===== src/hmq_mem.sv =====
// Entry memory of the heap: one write port, two read ports, registered read data.
// Standalone; holds key and payload of each slot packed in one word.
`default_nettype none
module hmq_mem #(
  parameter int DEPTH = 64,
  parameter int WIDTH = 48,
  parameter int AW    = 6
) (
  input  wire logic             clk_i,
  input  wire logic             we_i,
  input  wire logic [AW-1:0]    waddr_i,
  input  wire logic [WIDTH-1:0] wdata_i,
  input  wire logic [AW-1:0]    raddr_a_i,
  input  wire logic [AW-1:0]    raddr_b_i,
  output logic      [WIDTH-1:0] rdata_a_o,
  output logic      [WIDTH-1:0] rdata_b_o
);

  logic [WIDTH-1:0] mem [DEPTH];

  always_ff @(posedge clk_i) begin
    if (we_i) begin
      mem[waddr_i] <= wdata_i;
    end
  end

  always_ff @(posedge clk_i) begin
    rdata_a_o <= mem[raddr_a_i];
    rdata_b_o <= mem[raddr_b_i];
  end

endmodule
`default_nettype wire


===== config.mk =====
export PLATFORM = sky130hd
export DESIGN_NAME = hmq_mem
export DESIGN_NICKNAME = d
export VERILOG_FILES = /design/src/hmq_mem.sv
export SDC_FILE = /design/constraint.sdc
export NUM_CORES = 2
export LEC_CHECK = 0
export BUFFER_PORTS_ARGS = -buffer_cell sky130_fd_sc_hd__buf_2
export CAP_MARGIN = 20
export CORE_UTILIZATION = 50
export DETAILED_ROUTE_END_ITERATION = 10
export PLACE_DENSITY = 0.68
export SLEW_MARGIN = 20
export SYNTH_ARGS = -nofsm -noshare
export SYNTH_HDL_FRONTEND = slang
export SYNTH_SLANG_ARGS = --single-unit

===== constraint.sdc =====
create_clock -name clk_i -period 5.78 [get_ports clk_i]
set_input_delay 1.156 -clock clk_i [delete_from_list [all_inputs] [get_ports clk_i]]
set_output_delay 1.156 -clock clk_i [all_outputs]
set_load 0.02 [all_outputs]

=== Word-level counts from Yosys, hierarchy flattened ===
Memories as Yosys holds them, arrays and structs flattened. A register that Yosys moved wholly into a read port is not among the register bits.
Cells that the tools add are included.

* Register bits: 0
* Bits in writable memories: 3072
* Input bits: 68
* Output and inout port bits: 96
* Logic and storage cells: 3
* Memories kept: 1

{| class="wikitable"
|+ Memories
! name !! depth !! width !! read ports !! clocked after Yosys merged registers in !! write ports !! line !! text
|-
| mem || 64 || 48 || 2 || 2 || 1 || 19 || <nowiki>logic [WIDTH-1:0] mem [DEPTH];</nowiki>
|}

* Multiplexer cells: 2

{| class="wikitable"
|+ Operator list
! cell !! count
|-
| $mux W1 || 2
|}

=== Depth between registers and ports, before layout ===
* Word-level depth: 2
* Depth in mapped cells: 10
* Depth with buffers taken out: 5

=== Least setup slack after synthesis ===
No wires, ideal clock.

* Path kind: input to register
* Start: input port waddr_i[3]
* End: memory mem[48][0], enable pin
* Setup time: 0.513 ns
* Arrival time: 4.928 ns
* Data required time: 5.267 ns
* Path slack: 0.339 ns
* Cell stages on the path: 4
* Path buffers: 1
* Cell sequence: clkbuf_1 nor2b_1 nand4b_1 nor3_1

{| class="wikitable"
|+ RTL lines
! element !! line !! text
|-
| from (decl) || 11 || <nowiki>input wire logic [AW-1:0] waddr_i,</nowiki>
|-
| to (decl) || 19 ||
|}

No word-level cell before the write port.

==> impl_metrics.ini <==
[place]
dp_hpwl_um = 305000
dpl_cell_area_um2 = 148000
port-buffer-count = 163
dp_slack_ns = 1.06
place.gp.congestion = 0.928

[final_layout]
final_nets = 7110
final_cell_area_um2 = 159000
mostFrequentLayoutCells = 3072 x edfxtp_1, 1535 x mux4_2, 343 x clkbuf_16, 335 x o22ai_1, 303 x buf_4
fillCellCount = 20300
drive_gt1_frac = 0.363
utilization = 0.568
synthToLayoutAreaGrowth_pct = 12.9
final_common_cell = edfxtp_1

[setup_path]
crit_path_max_incr_delay_ns = 0.91
crit_buf_inv = 2
r2r_slack_ns = 3.40
path_class = input pin to flip-flop
cp_data_arrival_time_ns = 4.64
crit_chain = buf_2 > or2_2 > buf_4 > o22ai_1 > nor2_1 > a21oi_1 > a221oi_1
worstPathRequired_ns = 6.47
critPathSlowestCell = or2_2
cp_max_fo = 35
worst_setup_path_start_kind = input pin
crit_family = buffers and inverters
cp-end-kind = flip-flop

[cts]
cts.repair_timing.setup_buffer_count = 0
cts_sinks = 3168
ctsHoldBuffers = 0
ctsRootBufferMaster = clkbuf_16
clkLatencyLatePin_ns = 0.90
cts_max_path_buffers = 4
cts_resized = 0
numCtsBuffers = 332
h-tree-depth = 5
cts_tree = yes
path_clk_slew_ns = 0.06

[timing]
timing.final.ws_setup_ns = 1.83
max_slew.worst_pin.slew_ns = 1.23
setup_viol = 0
setup_tns_ns = 0
timing.final.crit_share = 0.683
finalCriticalPeriod_ns = 3.95
hold_viol_final = 0
slew_headroom = 0.176
slew_violations = 0
fmax_mhz = 253
fin_skew_ns = 0.0385
rsz0062_at_grt = false

[grt]
grt_antenna_before_repair = 49
first_global_vias = 83700
overflow = 0
grt_max_degree = 114
track_usage = 0.352
grt_pass1_wl_um = 684000

[run]
cap_violations = 0

[power_and_ir_drop]
max-vdd-ir-drop_mv = 0.320
p_switching_mw = 11.9
leakagePower_nw = 49.1
swShare = 0.233
seqPwrFrac = 0.503
finalPower_mw = 51.1
pwr-share-clk = 0.413
p_comb_frac = 0.083
p_int_mw = 39.2
power_density_nw_per_um2 = 322

[drt]
wire_per_inst_um = 45.1
first_pass_iters = 5
drc = 0
ant_nets = 0
vias = 84400
via_per_inst = 7.61
wl_um = 500000
drt_iter0_drc = 14300

[logic_synthesis]
synth_nets = 6806
syn_area_per_cell_um2 = 20.9
async_flop_share = 0
synth-seq-cells = 3168
yosys_warnings = 0
synth_edf_count = 3072
netlist_area_um2 = 141000
ys_seq_area_frac = 0.668
synthCells = 6738
synth_cell_types = 48
ys.flop_type = edfxtp_1

[floorplanning]
die_y_um = 533
io-pin-count = 164
placementRows = 194
dieArea_um2 = 284000
die_x_um = 533
start_util = 0.504
coreArea_um2 = 280000

[min_path]
hold_path.class = input pin to flip-flop

[outcome]
status = completed
worst paths after layout:
kind                            depth (start not counted)                  start                    end
worst max-delay path                                    7           raddr_a_i[3]  rdata_a_o[38]$_DFF_P_
worst min-delay path                                    1            wdata_i[10]  mem[14][10]$_DFFE_PP_
worst max register to register                          5  mem[39][14]$_DFFE_PP_  rdata_b_o[14]$_DFF_P_
worst min register to register                          4  mem[14][24]$_DFFE_PP_  rdata_a_o[24]$_DFF_P_
metrics by stage:
| step | hold slack [ns] | instances |
|---|---|---|
| 2_1_floorplan | 0.785 | 6738 |
| 3_3_place_gp | 0.870 | 10400 |
| 3_5_place_dp | 0.874 | 10400 |
| 4_1_cts | 0.900 | 11000 |
| 5_1_grt | 0.661 | 11100 |
| 6_report | 0.687 | 11100 |
routing by layer:
metal  up-vias  GRT usage  part of all wire
met4        28      0.214             0.071
met1     44700      0.465              0.33
met5         -          0           0.00064
li1      30600          -                 -
met3      1481      0.110              0.15
met2      7576      0.514              0.45
cell families after synthesis:
logic type | Yosys count | share of synthesized area
DFF | 3168 | 0.668
muxes | 1604 | 0.250
AOI/OAI and AO/OA | 923 | 0.0462
buffers and inverters | 553 | 0.0186
and+or+nand+nor | 490 | 0.0167
area by class of cell:
| type | count | area [µm²] | area share |
|---|---|---|---|
| Inverter | 1 | 3.75 | 0.0000236 |
| Clock inverter | 141 | 1310 | 0.00820 |
| Antenna cell | 59 | 148 | 0.000928 |
| Sequential cell | 3168 | 94200 | 0.592 |
| Tap cell | 3724 | 4660 | 0.0293 |
| Multi-Input combinational cell | 3017 | 44800 | 0.282 |
| Timing Repair Buffer | 522 | 4720 | 0.0297 |
| Clock buffer | 450 | 9250 | 0.0581 |
state kept, by name, indices dropped and copies added, names as in the netlist:
register / flops
mem: 3072
rdata_a_o: 48
rdata_b_o: 48
power by group through the flow:
stage	clock network, mW	logic, mW	registers [mW]
5_1_grt	22.1	4.36	25.7
6_report	21.1	4.26	25.7
3_3_place_gp	0	4.12	26.2
3_5_place_dp	0	4.16	26.2
2_1_floorplan	0	2.27	26.1
4_1_cts	21.2	4.17	25.7
synthesized netlist by cell type, drive strengths merged, types with 24 or more instances:
| cell | instances | area share |
|---|---|---|
| a21oi | 71 | 0.0025 |
| nor2 | 140 | 0.0037 |
| clkbuf | 256 | 0.0069 |
| nand2 | 113 | 0.0030 |
| nand3 | 26 | 0.00092 |
| a22o | 88 | 0.0055 |
| nand2b | 24 | 0.0011 |
| a221oi | 63 | 0.0039 |
| o22ai | 336 | 0.015 |
| dfxtp | 96 | 0.014 |
| mux4 | 1535 | 0.25 |
| buf | 296 | 0.012 |
| mux2i | 56 | 0.0040 |
| a211oi | 29 | 0.0015 |
| nor2b | 45 | 0.0020 |
| a22oi | 95 | 0.0051 |
| o22a | 29 | 0.0018 |
| nor4 | 38 | 0.0017 |
| a31oi | 31 | 0.0014 |
| edfxtp | 3072 | 0.65 |
| o221ai | 73 | 0.0045 |
| o21ai | 56 | 0.0020 |
| nor3 | 58 | 0.0021 |
worst reg2reg max path: cells and delay by family, from the launching register on:
| family | cells | cell delay, ns |
|---|---|---|
| AOI/OAI and AO/OA | 3 | 1.09 |
| DFF | 1 | 0.40 |
| muxes | 2 | 0.77 |
No activity file was read; power rests on OpenSTA's default activity.
