## config.mk

```make
export PLATFORM = sky130hd
export DESIGN_NAME = hmq_ctrl
export DESIGN_NICKNAME = d
export VERILOG_FILES = /design/src/hmq_pkg.sv /design/src/hmq_ctrl.sv
export SDC_FILE = /design/constraint.sdc
export NUM_CORES = 1
export LEC_CHECK = 0
export BUFFER_PORTS_ARGS = -buffer_cell sky130_fd_sc_hd__buf_2
export CORE_MARGIN = 3
export CORE_UTILIZATION = 45
export DETAILED_ROUTE_END_ITERATION = 6
export HOLD_SLACK_MARGIN = 0.02
export PLACE_DENSITY = 0.72
export SETUP_SLACK_MARGIN = 0.3
export SLEW_MARGIN = 10
export SYNTH_ARGS = -nofsm -noshare
export SYNTH_HDL_FRONTEND = slang
export SYNTH_SLANG_ARGS = --single-unit
```

## constraint.sdc

```tcl
create_clock -name clk_i -period 8.3 [get_ports clk_i]
set_input_delay 1.66 -clock clk_i [delete_from_list [all_inputs] [get_ports clk_i]]
set_output_delay 1.66 -clock clk_i [all_outputs]
set_load 0.02 [all_outputs]
```

## src/hmq_pkg.sv

```systemverilog
// Package for the binary max-heap queue core.
// Holds field widths, command and status codes, and the request and result types.
// No dependencies.
`default_nettype none
package hmq_pkg;

  localparam int HMQ_CAPACITY      = 64;
  localparam int HMQ_PAYLOAD_WIDTH = 16;
  localparam int HMQ_KEY_W         = 32;
  localparam int HMQ_PAY_FIELD_W   = 16;
  localparam int HMQ_COUNT_FIELD_W = 7;

  typedef enum logic {
    HMQ_PUSH = 1'b0,
    HMQ_POP  = 1'b1
  } hmq_cmd_e;

  typedef enum logic [1:0] {
    HMQ_ST_DONE  = 2'd0,
    HMQ_ST_EMPTY = 2'd1,
    HMQ_ST_FULL  = 2'd2
  } hmq_status_e;

  typedef struct packed {
    hmq_cmd_e                     cmd;
    logic signed [HMQ_KEY_W-1:0]  key;
    logic [HMQ_PAY_FIELD_W-1:0]   payload;
  } hmq_in_t;

  typedef struct packed {
    logic [HMQ_PAY_FIELD_W-1:0]   out_payload;
    logic signed [HMQ_KEY_W-1:0]  out_key;
    hmq_status_e                  status;
    logic [HMQ_COUNT_FIELD_W-1:0] count;
  } hmq_out_t;

endpackage
`default_nettype wire

```

## src/hmq_ctrl.sv

```systemverilog
// Sequencer of the heap queue: push sift-up, pop hole walk and refill sift-up.
// Drives the entry memory ports; uses hmq_pkg for request and result types.
`default_nettype none
module hmq_ctrl #(
  parameter int CAPACITY      = 64,
  parameter int PAYLOAD_WIDTH = 16,
  parameter int AW            = 6,
  parameter int CW            = 7,
  parameter int EW            = 48
) (
  input  wire logic             clk_i,
  input  wire logic             rst_ni,
  input  wire logic             start,
  output logic                  busy,
  input  wire hmq_pkg::hmq_in_t req_i,
  output logic                  done_o,
  output hmq_pkg::hmq_out_t     res_o,
  output logic                  mem_we_o,
  output logic [AW-1:0]         mem_waddr_o,
  output logic [EW-1:0]         mem_wdata_o,
  output logic [AW-1:0]         mem_raddr_a_o,
  output logic [AW-1:0]         mem_raddr_b_o,
  input  wire logic [EW-1:0]    mem_rdata_a_i,
  input  wire logic [EW-1:0]    mem_rdata_b_i
);
  import hmq_pkg::*;

  localparam int XW = AW + 2;

  typedef enum logic [5:0] {
    S_IDLE  = 6'b000001,
    S_SIFT  = 6'b000010,
    S_PLACE = 6'b000100,
    S_ROOT  = 6'b001000,
    S_WALK  = 6'b010000,
    S_SUPRD = 6'b100000
  } state_e;

  state_e                    state_q, state_d;
  logic signed [HMQ_KEY_W-1:0] key_q, key_d;
  logic [PAYLOAD_WIDTH-1:0]  pay_q, pay_d;
  logic [AW-1:0]             pos_q, pos_d;
  logic [AW-1:0]             c_q, c_d;
  logic [AW-1:0]             hole_q, hole_d;
  logic [CW-1:0]             n_q, n_d;
  logic [CW-1:0]             count_q, count_d;
  hmq_out_t                  res_q, res_d;
  logic                      done_q, done_d;

  logic signed [HMQ_KEY_W-1:0] key_a, key_b;
  logic [PAYLOAD_WIDTH-1:0]    pay_a;
  logic [AW-1:0]               up;
  logic [CW-1:0]               cb;
  logic                        take_b;
  logic [AW-1:0]               sel;
  logic [AW:0]                 nc;
  logic [XW-1:0]               nc_x, ncb_x, n_x;
  logic [PAYLOAD_WIDTH+HMQ_PAY_FIELD_W-1:0] pay_in_ext, pay_out_ext;
  logic [CW+HMQ_COUNT_FIELD_W-1:0]          cnt_ext;

  assign key_a = $signed(mem_rdata_a_i[EW-1 -: HMQ_KEY_W]);
  assign key_b = $signed(mem_rdata_b_i[EW-1 -: HMQ_KEY_W]);
  assign pay_a = mem_rdata_a_i[PAYLOAD_WIDTH-1:0];
  assign up    = AW'((pos_q - AW'(1)) >> 1);
  assign cb    = CW'(c_q) + CW'(1);
  assign take_b = (cb < n_q) && (key_a < key_b);
  assign sel   = take_b ? cb[AW-1:0] : c_q;
  assign nc    = {sel, 1'b1};
  assign nc_x  = XW'(nc);
  assign ncb_x = nc_x + XW'(1);
  assign n_x   = XW'(n_q);

  assign pay_in_ext  = {{PAYLOAD_WIDTH{1'b0}}, req_i.payload};
  assign pay_out_ext = {{HMQ_PAY_FIELD_W{1'b0}}, pay_a};
  assign cnt_ext     = {{HMQ_COUNT_FIELD_W{1'b0}}, count_d};

  always_comb begin
    state_d       = state_q;
    key_d         = key_q;
    pay_d         = pay_q;
    pos_d         = pos_q;
    c_d           = c_q;
    hole_d        = hole_q;
    n_d           = n_q;
    count_d       = count_q;
    res_d         = res_q;
    done_d        = 1'b0;
    mem_we_o      = 1'b0;
    mem_waddr_o   = pos_q;
    mem_wdata_o   = {key_q, pay_q};
    mem_raddr_a_o = up;
    mem_raddr_b_o = up;

    case (state_q)
      S_IDLE: begin
        if (start) begin
          key_d               = req_i.key;
          pay_d               = pay_in_ext[PAYLOAD_WIDTH-1:0];
          res_d.out_key       = '0;
          res_d.out_payload   = '0;
          res_d.status        = HMQ_ST_DONE;
          if (req_i.cmd == HMQ_PUSH) begin
            if (count_q == CW'(CAPACITY)) begin
              res_d.status = HMQ_ST_FULL;
              done_d       = 1'b1;
            end else if (count_q == '0) begin
              mem_we_o    = 1'b1;
              mem_waddr_o = '0;
              mem_wdata_o = {req_i.key, pay_in_ext[PAYLOAD_WIDTH-1:0]};
              count_d     = count_q + CW'(1);
              done_d      = 1'b1;
            end else begin
              pos_d         = count_q[AW-1:0];
              mem_raddr_a_o = AW'((count_q[AW-1:0] - AW'(1)) >> 1);
              count_d       = count_q + CW'(1);
              state_d       = S_SIFT;
            end
          end else begin
            if (count_q == '0) begin
              res_d.status = HMQ_ST_EMPTY;
              done_d       = 1'b1;
            end else begin
              n_d           = count_q;
              mem_raddr_a_o = '0;
              mem_raddr_b_o = AW'(count_q - CW'(1));
              state_d       = S_ROOT;
            end
          end
        end
      end

      S_SIFT: begin
        mem_we_o = 1'b1;
        if (key_a > key_q) begin
          done_d  = 1'b1;
          state_d = S_IDLE;
        end else begin
          mem_wdata_o   = mem_rdata_a_i;
          pos_d         = up;
          mem_raddr_a_o = AW'((up - AW'(1)) >> 1);
          if (up == '0) begin
            state_d = S_PLACE;
          end
        end
      end

      S_PLACE: begin
        mem_we_o = 1'b1;
        done_d   = 1'b1;
        state_d  = S_IDLE;
      end

      S_ROOT: begin
        res_d.out_key     = key_a;
        res_d.out_payload = pay_out_ext[HMQ_PAY_FIELD_W-1:0];
        key_d             = key_b;
        pay_d             = mem_rdata_b_i[PAYLOAD_WIDTH-1:0];
        count_d           = n_q - CW'(1);
        if (n_q == CW'(1)) begin
          done_d  = 1'b1;
          state_d = S_IDLE;
        end else begin
          c_d           = AW'(1);
          hole_d        = '0;
          mem_raddr_a_o = AW'(1);
          mem_raddr_b_o = (n_q > CW'(2)) ? AW'(2) : AW'(1);
          state_d       = S_WALK;
        end
      end

      S_WALK: begin
        mem_we_o    = 1'b1;
        mem_waddr_o = hole_q;
        mem_wdata_o = take_b ? mem_rdata_b_i : mem_rdata_a_i;
        hole_d      = sel;
        if (nc_x < n_x) begin
          c_d           = nc[AW-1:0];
          mem_raddr_a_o = nc[AW-1:0];
          mem_raddr_b_o = (ncb_x < n_x) ? ncb_x[AW-1:0] : nc[AW-1:0];
        end else if (CW'(sel) == n_q - CW'(1)) begin
          done_d  = 1'b1;
          state_d = S_IDLE;
        end else begin
          pos_d   = sel;
          state_d = S_SUPRD;
        end
      end

      S_SUPRD: begin
        state_d = S_SIFT;
      end

      default: begin
        state_d = S_IDLE;
      end
    endcase

    if (done_d) begin
      res_d.count = cnt_ext[HMQ_COUNT_FIELD_W-1:0];
    end
  end

  always_ff @(posedge clk_i or negedge rst_ni) begin
    if (!rst_ni) begin
      state_q <= S_IDLE;
      count_q <= '0;
      done_q  <= 1'b0;
    end else begin
      state_q <= state_d;
      count_q <= count_d;
      done_q  <= done_d;
    end
  end

  always_ff @(posedge clk_i) begin
    key_q  <= key_d;
    pay_q  <= pay_d;
    pos_q  <= pos_d;
    c_q    <= c_d;
    hole_q <= hole_d;
    n_q    <= n_d;
    res_q  <= res_d;
  end

  assign busy   = (state_q != S_IDLE);
  assign done_o = done_q;
  assign res_o  = res_q;

endmodule
`default_nettype wire

```

# After elaboration in Yosys (flattened, before gate mapping)
# Cells that the tools add are included.
[op_classes] eq_ne=21 bitwise=1 n_reduce_logical=14 magnitude_cmp=6 n_addsub=8 muxes=80
[ops] cell="48-bit 2-to-1 mux" count=6
[ops] cell="6-bit 2-to-1 mux" count=32
[ops] cell="48-bit case mux with 3 select lines" count=1
[ops] cell="48-bit case mux with 2 select lines" count=1
[ops] cell="32-bit case mux with 2 select lines" count=1
[ops] cell="50-bit 2-to-1 mux" count=1
[ops] cell="6-bit case mux with 2 select lines" count=3
[ops] cell="6-bit case mux with 3 select lines" count=2
[ops] cell="5-bit 2-to-1 mux" count=7
[ops] cell="32-bit > comparator" count=1
[ops] cell="32-bit less-than comparator" count=1
[ops] cell="32-bit 2-to-1 mux" count=1
[ops] cell="16-bit case mux with 2 select lines" count=1
[ops] cell="6-bit case mux with 5 select lines" count=1
[ops] cell="6-bit case mux with 4 select lines" count=1
[ops] cell="7-bit 2-to-1 mux" count=3
[ops] cell="2-bit inequality test (second input constant)" count=9
[ops] cell="6-bit by 1-bit subtractor with 6-bit output (second input constant)" count=3
[ops] cell="16-bit 2-to-1 mux" count=1
[ops] cell="7-bit less-than comparator" count=2
[ops] cell="7-bit case mux with 2 select lines" count=1
[ops] cell="1-bit 2-to-1 mux" count=12
[ops] cell="7-bit by 1-bit adder with 8-bit output (second input constant)" count=1
[ops] cell="8-bit by 7-bit less-than comparator with 1-bit output" count=1
[ops] cell="other kinds (31)" count=37
[word_totals] output_inout_bits=126 ff_bits=144 inputBits=148 elab_cells=143

# Logic depth before layout (Yosys ltp)
# Gate-level depths: netlist (run 1).
[logic_depth] ltp_word=9 depth_mapped=25

# Worst setup path before layout (run 1)
# OpenSTA, ideal clock, no wires.
[synth_path] path_kind="input to output" from="in mem_rdata_b_i[47]" to="out mem_raddr_b_o[1]" arrival_ns=6.164 stages=22 path_buffers=3 setup_slack_ns=0.476 path_cell_list="inv_1 -> ha_1 -> nand4_1 -> or4_1 -> a21oi_2 -> nor3_2 -> or3_1 -> buf_2 -> ha_1 -> clkbuf_1 -> inv_1 -> ha_1 -> nor2b_1 -> o21a_1 -> o21a_1 -> o21ai_0 -> nand2b_1 -> a21oi_1 -> clkbuf_1 -> nand2_1 -> a22o_1 -> nor3_1"
[synth_via] elab_chain_len=8 elab_cells_between_ends=9 classes_between="add/sub: 1; order compare: 3; mux: 4; reduce/logical: 1"
[synth_rtl] element="from (decl)" line_no="hmq_ctrl.sv:24" rtl="input wire logic [EW-1:0] mem_rdata_b_i"
[synth_rtl] element="32-bit less-than comparator *" line_no="hmq_ctrl.sv:66" rtl="assign take_b = (cb < n_q) && (key_a < key_b);"
[synth_rtl] element="1-bit logical AND *" line_no="hmq_ctrl.sv:66"
[synth_rtl] element="6-bit 2-to-1 mux *" line_no="hmq_ctrl.sv:67" rtl="assign sel = take_b ? cb[AW-1:0] : c_q;"
[synth_rtl] element="via sel[1]" line_no="hmq_ctrl.sv:55" rtl="logic [AW-1:0] sel;"
[synth_rtl] element="7-bit by 1-bit adder with 8-bit output" line_no="hmq_ctrl.sv:70" rtl="assign ncb_x = nc_x + XW'(1);"
[synth_rtl] element="8-bit by 7-bit less-than comparator with 1-bit output" line_no="hmq_ctrl.sv:179" rtl="mem_raddr_b_o = (ncb_x < n_x) ? ncb_x[AW-1:0] : nc[AW-1:0];"
[synth_rtl] element="6-bit 2-to-1 mux" line_no="hmq_ctrl.sv:179"
[synth_rtl] element="6-bit 2-to-1 mux *" line_no="hmq_ctrl.sv:176" rtl="if (nc_x < n_x) begin"
[synth_rtl] element="6-bit case mux with 3 select lines *" line_no="hmq_ctrl.sv:94" rtl="case (state_q)"
[synth_rtl] element="to (decl)" line_no="hmq_ctrl.sv:22" rtl="output logic [AW-1:0] mem_raddr_b_o,"
# Mark *: on every way through the listed nets, which the timed path passes. The rest lies on a longest branch.

# Worst setup path in the final report (run 1)
[layout_path] from="in mem_rdata_a_i[39]" to="out mem_raddr_b_o[1]"
[layout_via] elab_chain_len=8 elab_cells_between_ends=9 classes_between="add/sub: 1; order compare: 3; mux: 4; reduce/logical: 1"
[layout_rtl] element="from (decl)" line_no="hmq_ctrl.sv:23" rtl="input wire logic [EW-1:0] mem_rdata_a_i,"
[layout_rtl] element="32-bit less-than comparator *" line_no="hmq_ctrl.sv:66"
[layout_rtl] element="1-bit logical AND *" line_no="hmq_ctrl.sv:66"
[layout_rtl] element="6-bit 2-to-1 mux *" line_no="hmq_ctrl.sv:67"
[layout_rtl] element="7-bit by 1-bit adder with 8-bit output" line_no="hmq_ctrl.sv:70"
[layout_rtl] element="8-bit by 7-bit less-than comparator with 1-bit output" line_no="hmq_ctrl.sv:179"
[layout_rtl] element="6-bit 2-to-1 mux" line_no="hmq_ctrl.sv:179"
[layout_rtl] element="6-bit 2-to-1 mux *" line_no="hmq_ctrl.sv:176"
[layout_rtl] element="6-bit case mux with 3 select lines *" line_no="hmq_ctrl.sv:94"
# Mark *: on every way between the ends. The rest lies on a longest branch, timed or not.

==> results of run 1 <==
==> state kept, by name (all words and copies together), names as in the netlist <==
signal and flops:
pay_q 16, done_o 1, hole_q 6, pos_q 6, state_q 6, key_q 32, n_q 7, res_o 57
count_q 7, c_q 5
==> worst max-delay path: stages <==
cell	delay (ns)
buf_2	0.13
ha_1	0.33
a21oi_1	0.16
o21ai_0	0.14
a221oi_1	0.27
o211ai_1	0.27
o21a_2	0.30
or3_4	0.38
buf_4	0.19
inv_2	0.16
ha_1	0.26
nor2b_1	0.13
o21a_1	0.17
o21a_1	0.16
o21a_1	0.17
o21a_1	0.17
o21ai_1	0.21
nand2b_2	0.18
a31oi_4	0.22
nor3b_2	0.06
nor3_1	0.24
buf_2	0.21
==> what timing repair did <==
action | 4_1_cts | 5_1_grt
endpoints found under the setup margin | 5 | 10
resized for setup | 3 | 23
buffers inserted | 0 | 2
cloned | 0 | 1
pin swaps | 0 | 5
==> per-stage QoR <==
stage / instance area [um^2] / total power [W] / setup slack, ns
after floorplan: 11100 / 0.00371 / 0.476
final: 13500 / 0.00570 / 0.470
after CTS: 13300 / 0.00564 / 0.325
after global placement: 12700 / 0.00482 / 0.281
after detailed placement: 12700 / 0.00486 / 0.220
after global routing: 13500 / 0.00606 / 0.245
==> layout by cell type, fill, tap and decap left out, drive strengths merged, types with 9 or more instances in the layout <==
master | netlist | final
buf | 12 | 293
nand2 | 180 | 180
edfxtp | 129 | 129
o21ai | 99 | 99
inv | 89 | 99
ha | 90 | 90
nor2 | 58 | 58
and2 | 56 | 56
a21o | 49 | 49
a222oi | 48 | 48
a21oi | 42 | 42
o211ai | 36 | 36
mux2i | 21 | 21
nor3 | 20 | 20
xnor2 | 19 | 19
a2bb2oi | 19 | 19
clkbuf | 69 | 19
nand3 | 16 | 16
dfrtp | 13 | 13
o21a | 12 | 12
xor2 | 10 | 10
nand4 | 9 | 9
and3 | 9 | 9
a221o | 9 | 9
nor4 | 9 | 9
==> power breakdown <==
group	switching [W]	leakage (nW)	internal, W
clock	0.000347	0.286	0.000420
combinational	0.00239	4.36	0.00128
sequential	0.000136	1.42	0.00112
==> logic make-up after synthesis <==
group,Yosys count
AND/OR/NAND/NOR,399
AO/OA/AOI/OAI,370
buffers and inverters,170
flip-flops,143
adder cells (fa/ha/maj),90
XOR/XNOR,32
multiplexers,21
==> layout make-up <==
| class | instances | area, um^2 | share of cell area [%] |
|---|---|---|---|
| sequential | 143 | 4230 | 31.4 |
| clock inverter | 13 | 113 | 0.836 |
| inverter | 89 | 334 | 2.48 |
| antenna | 7 | 17.5 | 0.130 |
| tap | 319 | 399 | 2.96 |
| clock buffer | 19 | 464 | 3.45 |
| timing repair buffer | 294 | 1540 | 11.4 |
| multi-input combinational | 912 | 6370 | 47.3 |
==> worst paths after layout <==
kind | from | endpoint | cells past startpoint
min in group asynchronous | rst_ni | state_q[5] | 1
max | mem_rdata_a_i[39] | mem_raddr_b_o[1] | 22
max reg2reg | c_q[2] | c_q[2] | 21
min reg2reg | state_q[0] | state_q[1] | 2
max in group asynchronous | rst_ni | state_q[0] | 1
min | state_q[0] | state_q[1] | 2
==> routing by layer <==
metal	global-route usage (%)	part of all wire, %
met4	12.6	3.9
met2	47.1	48
met3	7.23	10
met5	0	0.11
met1	35.3	38
==> summary.txt, run 1 <==
Final Wtd Congestion: 0.914
fin. max-slew vios: 0
register area share after synthesis: 38.0%
Final Net Count: 1695
crit-path max FO: 7
Tcrit/Tclk final: 94.3%
VDD IR max: 0.244 mV
post-synthesis xor/xnor area fraction: 2.89%
Detailed Route WL: 38500 um
CTS buffer count: 17
unrepaired setup endpoints after global routing: true
number of warnings issued by yosys: 0
endpoints failing setup: 0
Reg2Reg Setup Slack: 3.00 ns
# fillers: 2189
failing checks: design-rule violations
critical path data arrival time: 6.17 ns
Slew headroom: 30.1%
synthesis-stage register bit count: 143
cell taking the most area after synthesis: edfxtp_1
Die Y: 163 um
asr flop ratio synth: 9.79%
syn nets: 1463
First-pass DRT Iterations: 7
1st-iter DRT viols: 1236
final hold vios: 0
Critical Path End Type: primary output
area delta synth->final: 21.2%
Worst-Margin Slew: 1.05 ns
final core occ: 56.4%
outcome: finished, violations left
max-cap viol count: 0
Avg Synthesized Cell Area: 9.07 um^2
Synth cell types: 71
CTS tree: yes
largest family of logic cells by synthesized area: compound AO/OA/AOI/OAI gates
port bufs: 273
share of layout cells above drive strength 1: 25.0%
adder-cell area share of the yosys netlist: 10.1%
initial antenna violation count: 12
Layout Skew: 0.0124 ns
Static Leak: 6.06 nW
Die ar.: 26600 um^2
Hold Buf Count CTS: 0
CP required: 6.64 ns
via count: 10902
post-synthesis cell area: 11100 um^2
crit path kind: input port to primary output
Placeable Area: 23900 um^2
Worst Hold Slack: 0.685 ns
clock sink total: 143
largest net degree at the start of global routing: 94
count leader, synth: nand2_1
CTS root buf: clkbuf_16
Post-Place Cells: 1754
Clock Pin Slew Worst Setup and Hold Paths: 0.07 ns
aggregate global routing overflow: 0
Hold Crit Class: flip-flop to flip-flop
remaining antenna violation count: 0
die width: 163 um
Power Density: 423 nW/um^2
post-synthesis instance total: 1225
Yosys top cell area share: 34.9%
first-pass GRT wire length: 59200 um
Ports: 274
Detail Placement HPWL: 27100 um
crit start category: input port
initial cell density of the core: 46.5%
prevailing post-synth register cell: edfxtp_1
maximum clock rate: 128 MHz
Global Route Usage Sum: 28.5%
Clock Latency Late Sink: 0.43 ns
mux cell area share after synthesis: 1.89%
H-tree Lvls: 4
largest cells by area after synthesis: edfxtp_1 (35%), ha_1 (10%), nand2_1 (6.1%), o21ai_0 (4.4%), a222oi_1 (4.3%)
wire per inst: 21.5 um
CTS max path bufs: 2
Finished Layout Cells: 1796
# rows: 56
Via-to-Cell Ratio: 6.07
setup tns final: 0 ns
Post-synth EDFFs: 129
drt drc: 5
minimum clock period: 7.83 ns
Simple-Gate Fraction of Synth Area: 17.2%
vias in the first global route: 10848
compound-gate portion of the synthesized area: 23.8%
Synth top cells by count: nand2_1 (180), edfxtp_1 (129), o21ai_0 (98), ha_1 (90), inv_1 (88)
No activity file was read; power rests on OpenSTA's default activity.
==> run 2, diff against run 1 <==
Settings changed: ABC_AREA set to 1, CTS_BUF_LIST set to sky130_fd_sc_hd__clkbuf_4 sky130_fd_sc_hd__clkbuf_8 sky130_fd_sc_hd__clkbuf_16.
==> run 2 against run 1 <==
The flow now finishes without violations. Clock skew rose by 0.0076 ns. Global-route usage about the same. Power shrank 12%. Critical path depth stayed put. Combinational power fell by 17%. Register-to-register slack improved by 0.41 ns. Sequential share of layout area increased by 0.24 points. Largest cell class unchanged.
==> summary.txt, run 2 <==
Worst Hold End: n_q[1]
Global Route Usage Sum: 28.5% (+0.037 points)
Ports: 274 (unchanged)
First-pass DRT Iterations: 6 (-1)
Post-synth EDFFs: 129 (unchanged)
outcome: completed
drt drc: 0 (-5)
register area share after synthesis: 37.9% (-0.17 points)
Final Wtd Congestion: 0.975 (+6.7%)
largest net degree at the start of global routing: 84 (-11%)
Detail Placement HPWL: 28100 um (+3.6%)
adder-cell area share of the yosys netlist: 10.1% (-0.047 points)
die width: 163 um (+0.22%)
commonest non-fill, non-tap cell in the layout: nand2_1
Via-to-Cell Ratio: 5.58 (-8.1%)
switching power: 0.00262 W (-9.0%)
Hold Buf Count CTS: 0 (unchanged)
Clk pwr share: 15.5% (+2.0 points)
maximum clock rate: 133 MHz (+3.9%)
setup tns final: 0 ns (unchanged)
Avg Synthesized Cell Area: 7.63 um^2 (-16%)
via count: 11441 (+4.9%)
critical path data arrival time: 5.87 ns (-0.30 ns)
fin. max-slew vios: 0 (unchanged)
Slew headroom: 35.7% (+5.7 points)
Static Leak: 6.35 nW (+4.7%)
largest cells by area after synthesis: edfxtp_1 (35%), nand2_1 (11%), ha_1 (10%), o21ai_0 (6.6%), inv_1 (6.5%)
remaining antenna violation count: 0 (unchanged)
post-synthesis cell area: 11200 um^2 (+0.46%)
worst flop-to-flop path startpoint: c_q[1]
share of layout cells above drive strength 1: 21.4% (-3.6 points)
minimum clock period: 7.53 ns (-0.297 ns)
asr flop ratio synth: 9.79% (unchanged)
Reg2Reg Setup Slack: 3.41 ns (+0.41 ns)
Detailed Route WL: 39100 um (+1.5%)
Synth cell types: 58 (-18%)
CTS root buf: clkbuf_16
wire per inst: 19.1 um (-11%)
Hold Crit Class: flip-flop to flip-flop
number of warnings issued by yosys: 0 (unchanged)
setup bufs post-CTS: 0 (unchanged)
final hold vios: 0 (unchanged)
area delta synth->final: 19.7%
sequential power share: 23.8% (+1.7 points)
crit path kind: input port to primary output
Placeable Area: 24300 um^2 (+1.8%)
1st-iter DRT viols: 1015 (-18%)
Worst-Margin Slew: 0.964 ns (-0.0848 ns)
H-tree Lvls: 4 (unchanged)
CTS max path bufs: 2 (unchanged)
aggregate global routing overflow: 0 (unchanged)
post-synthesis instance total: 1463 (+19%)
synthesis-stage register bit count: 143 (unchanged)
compound-gate portion of the synthesized area: 17.4% (-6.4 points)
hold path cells: 0 (-2)
sw frac: 52.0% (+1.5 points)
R2R depth: 20 (-4.8%)
vias in the first global route: 10982 (+1.2%)
Tcrit/Tclk final: 90.8% (-3.6 points)
crit-path max FO: 12 (+5)
# rows: 57 (+1.8%)
number of flip-flops in the largest register: 57 (unchanged)
crit start category: input port
Synth top cells by count: nand2_1 (318), inv_1 (194), nor2_1 (177), o21ai_0 (148), edfxtp_1 (129)
max-cap viol count: 0 (unchanged)
Critical Path End Type: primary output
internal power: 0.00241 W (-14%)
CTS buffer count: 17 (unchanged)
CP required: 6.64 ns (about the same)
port bufs: 273 (unchanged)
largest family of logic cells by synthesized area: simple AND/OR/NAND/NOR gates
mux cell area share after synthesis: 0% (-1.9 points)
unrepaired setup endpoints after global routing: false
prevailing post-synth register cell: edfxtp_1
Layout Skew: 0.0200 ns (+0.00759 ns)
clock sink total: 143 (unchanged)
HP Start: count_q[1]
Logic pwr share: 60.7% (-3.8 points)
Yosys top cell area share: 34.7% (-0.16 points)
post-synthesis xor/xnor area fraction: 1.80% (-1.1 points)
initial cell density of the core: 45.9% (-0.60 points)
total power: 0.00503 W (-12%)
VDD IR max: 0.202 mV (-17%)
reg2reg end: c_q[5]
Power Density: 376 nW/um^2 (-11%)
count leader, synth: nand2_1
Clock Latency Late Sink: 0.43 ns (about the same)
Clock Pin Slew Worst Setup and Hold Paths: 0.06 ns (about the same)
Die Y: 163 um (+0.22%)
Final Net Count: 1950 (+15%)
CTS tree: yes
initial antenna violation count: 8 (-4)
endpoints failing setup: 0 (unchanged)
first-pass GRT wire length: 59600 um (+0.74%)
post_cts resized: 0 (-3)
commonest non-fill, non-tap cells in the layout: nand2_1 (316), buf_2 (273), inv_1 (193), nor2_1 (177), o21ai_0 (148)
Die ar.: 26700 um^2 (+0.45%)
syn nets: 1701 (+16%)
cell taking the most area after synthesis: edfxtp_1
Simple-Gate Fraction of Synth Area: 23.3% (+6.1 points)
run 2: kinds of logic after synthesis:
kind of cell | count (synthesis)
flops | 143
compound gates | 336
buf+inv | 267
simple gates | 604
xor+xnor | 23
fa+ha+maj | 90
run 2: power by group through the flow:
stage	registers [W]	clock network, W	logic, W
2_1_floorplan	0.00130	0	0.00191
3_3_place_gp	0.00120	0	0.00301
3_5_place_dp	0.00121	0	0.00302
4_1_cts	0.00120	0.000789	0.00304
5_1_grt	0.00122	0.000814	0.00333
6_report	0.00120	0.000779	0.00305
run 2: worst max-delay path: stages:
cell,delay (ns)
buf_2,0.13
ha_1,0.31
a21oi_1,0.16
nor2_1,0.05
nor2_1,0.10
nand3_1,0.12
a21oi_2,0.22
nand2_1,0.09
nand2_2,0.12
nand3_4,0.22
ha_1,0.40
inv_1,0.20
ha_1,0.27
inv_1,0.06
nor2_1,0.03
o2111ai_1,0.15
and2_0,0.32
clkinv_1,0.31
nor2_1,0.33
o21ai_0,0.21
o21ai_2,0.22
buf_2,0.19
run 2: metrics by stage:
step	cell area, um^2	hold slack (ns)	setup WS (ns)	std cells	util [%]
floorplan	11200	0.451	1.61	1463	-
global placement	12800	0.473	0.877	2017	52.6
detailed placement	12800	0.472	0.840	2017	52.6
CTS	13400	0.486	0.837	2049	54.9
global route	13400	0.507	0.457	2051	54.9
finish	13400	0.487	0.767	2051	54.9
run 2: worst max path at each step:
stage	start	end	slack [ns]	depth (start not counted)
3_3_place_gp	mem_rdata_a_i[37]	mem_raddr_b_o[5]	0.88	22
3_5_place_dp	mem_rdata_a_i[37]	mem_raddr_b_o[5]	0.84	22
5_1_grt	mem_rdata_a_i[47]	mem_raddr_b_o[5]	0.46	22
4_1_cts	mem_rdata_a_i[37]	mem_raddr_b_o[5]	0.84	22
2_1_floorplan	mem_rdata_b_i[37]	mem_raddr_a_o[1]	1.61	22
6_report	mem_rdata_a_i[37]	mem_raddr_b_o[5]	0.77	22
run 2: cell type report:
class / count / area, um^2
Clock inverter: 15 / 148
Tap cell: 324 / 405
Inverter: 210 / 788
Multi-Input combinational cell: 1053 / 5890
Antenna cell: 2 / 5.00
Sequential cell: 143 / 4230
Clock buffer: 17 / 425
Fill cell: 2333 / 11000
Timing Repair Buffer: 287 / 1470
run 2: routing by layer:
metal,share of wire (%),up-vias,track usage (%)
li1,-,5450,-
met1,41,5336,36.8
met2,47,552,47.2
met3,9.2,93,7.38
met4,2.7,10,8.77
met5,0.16,-,0
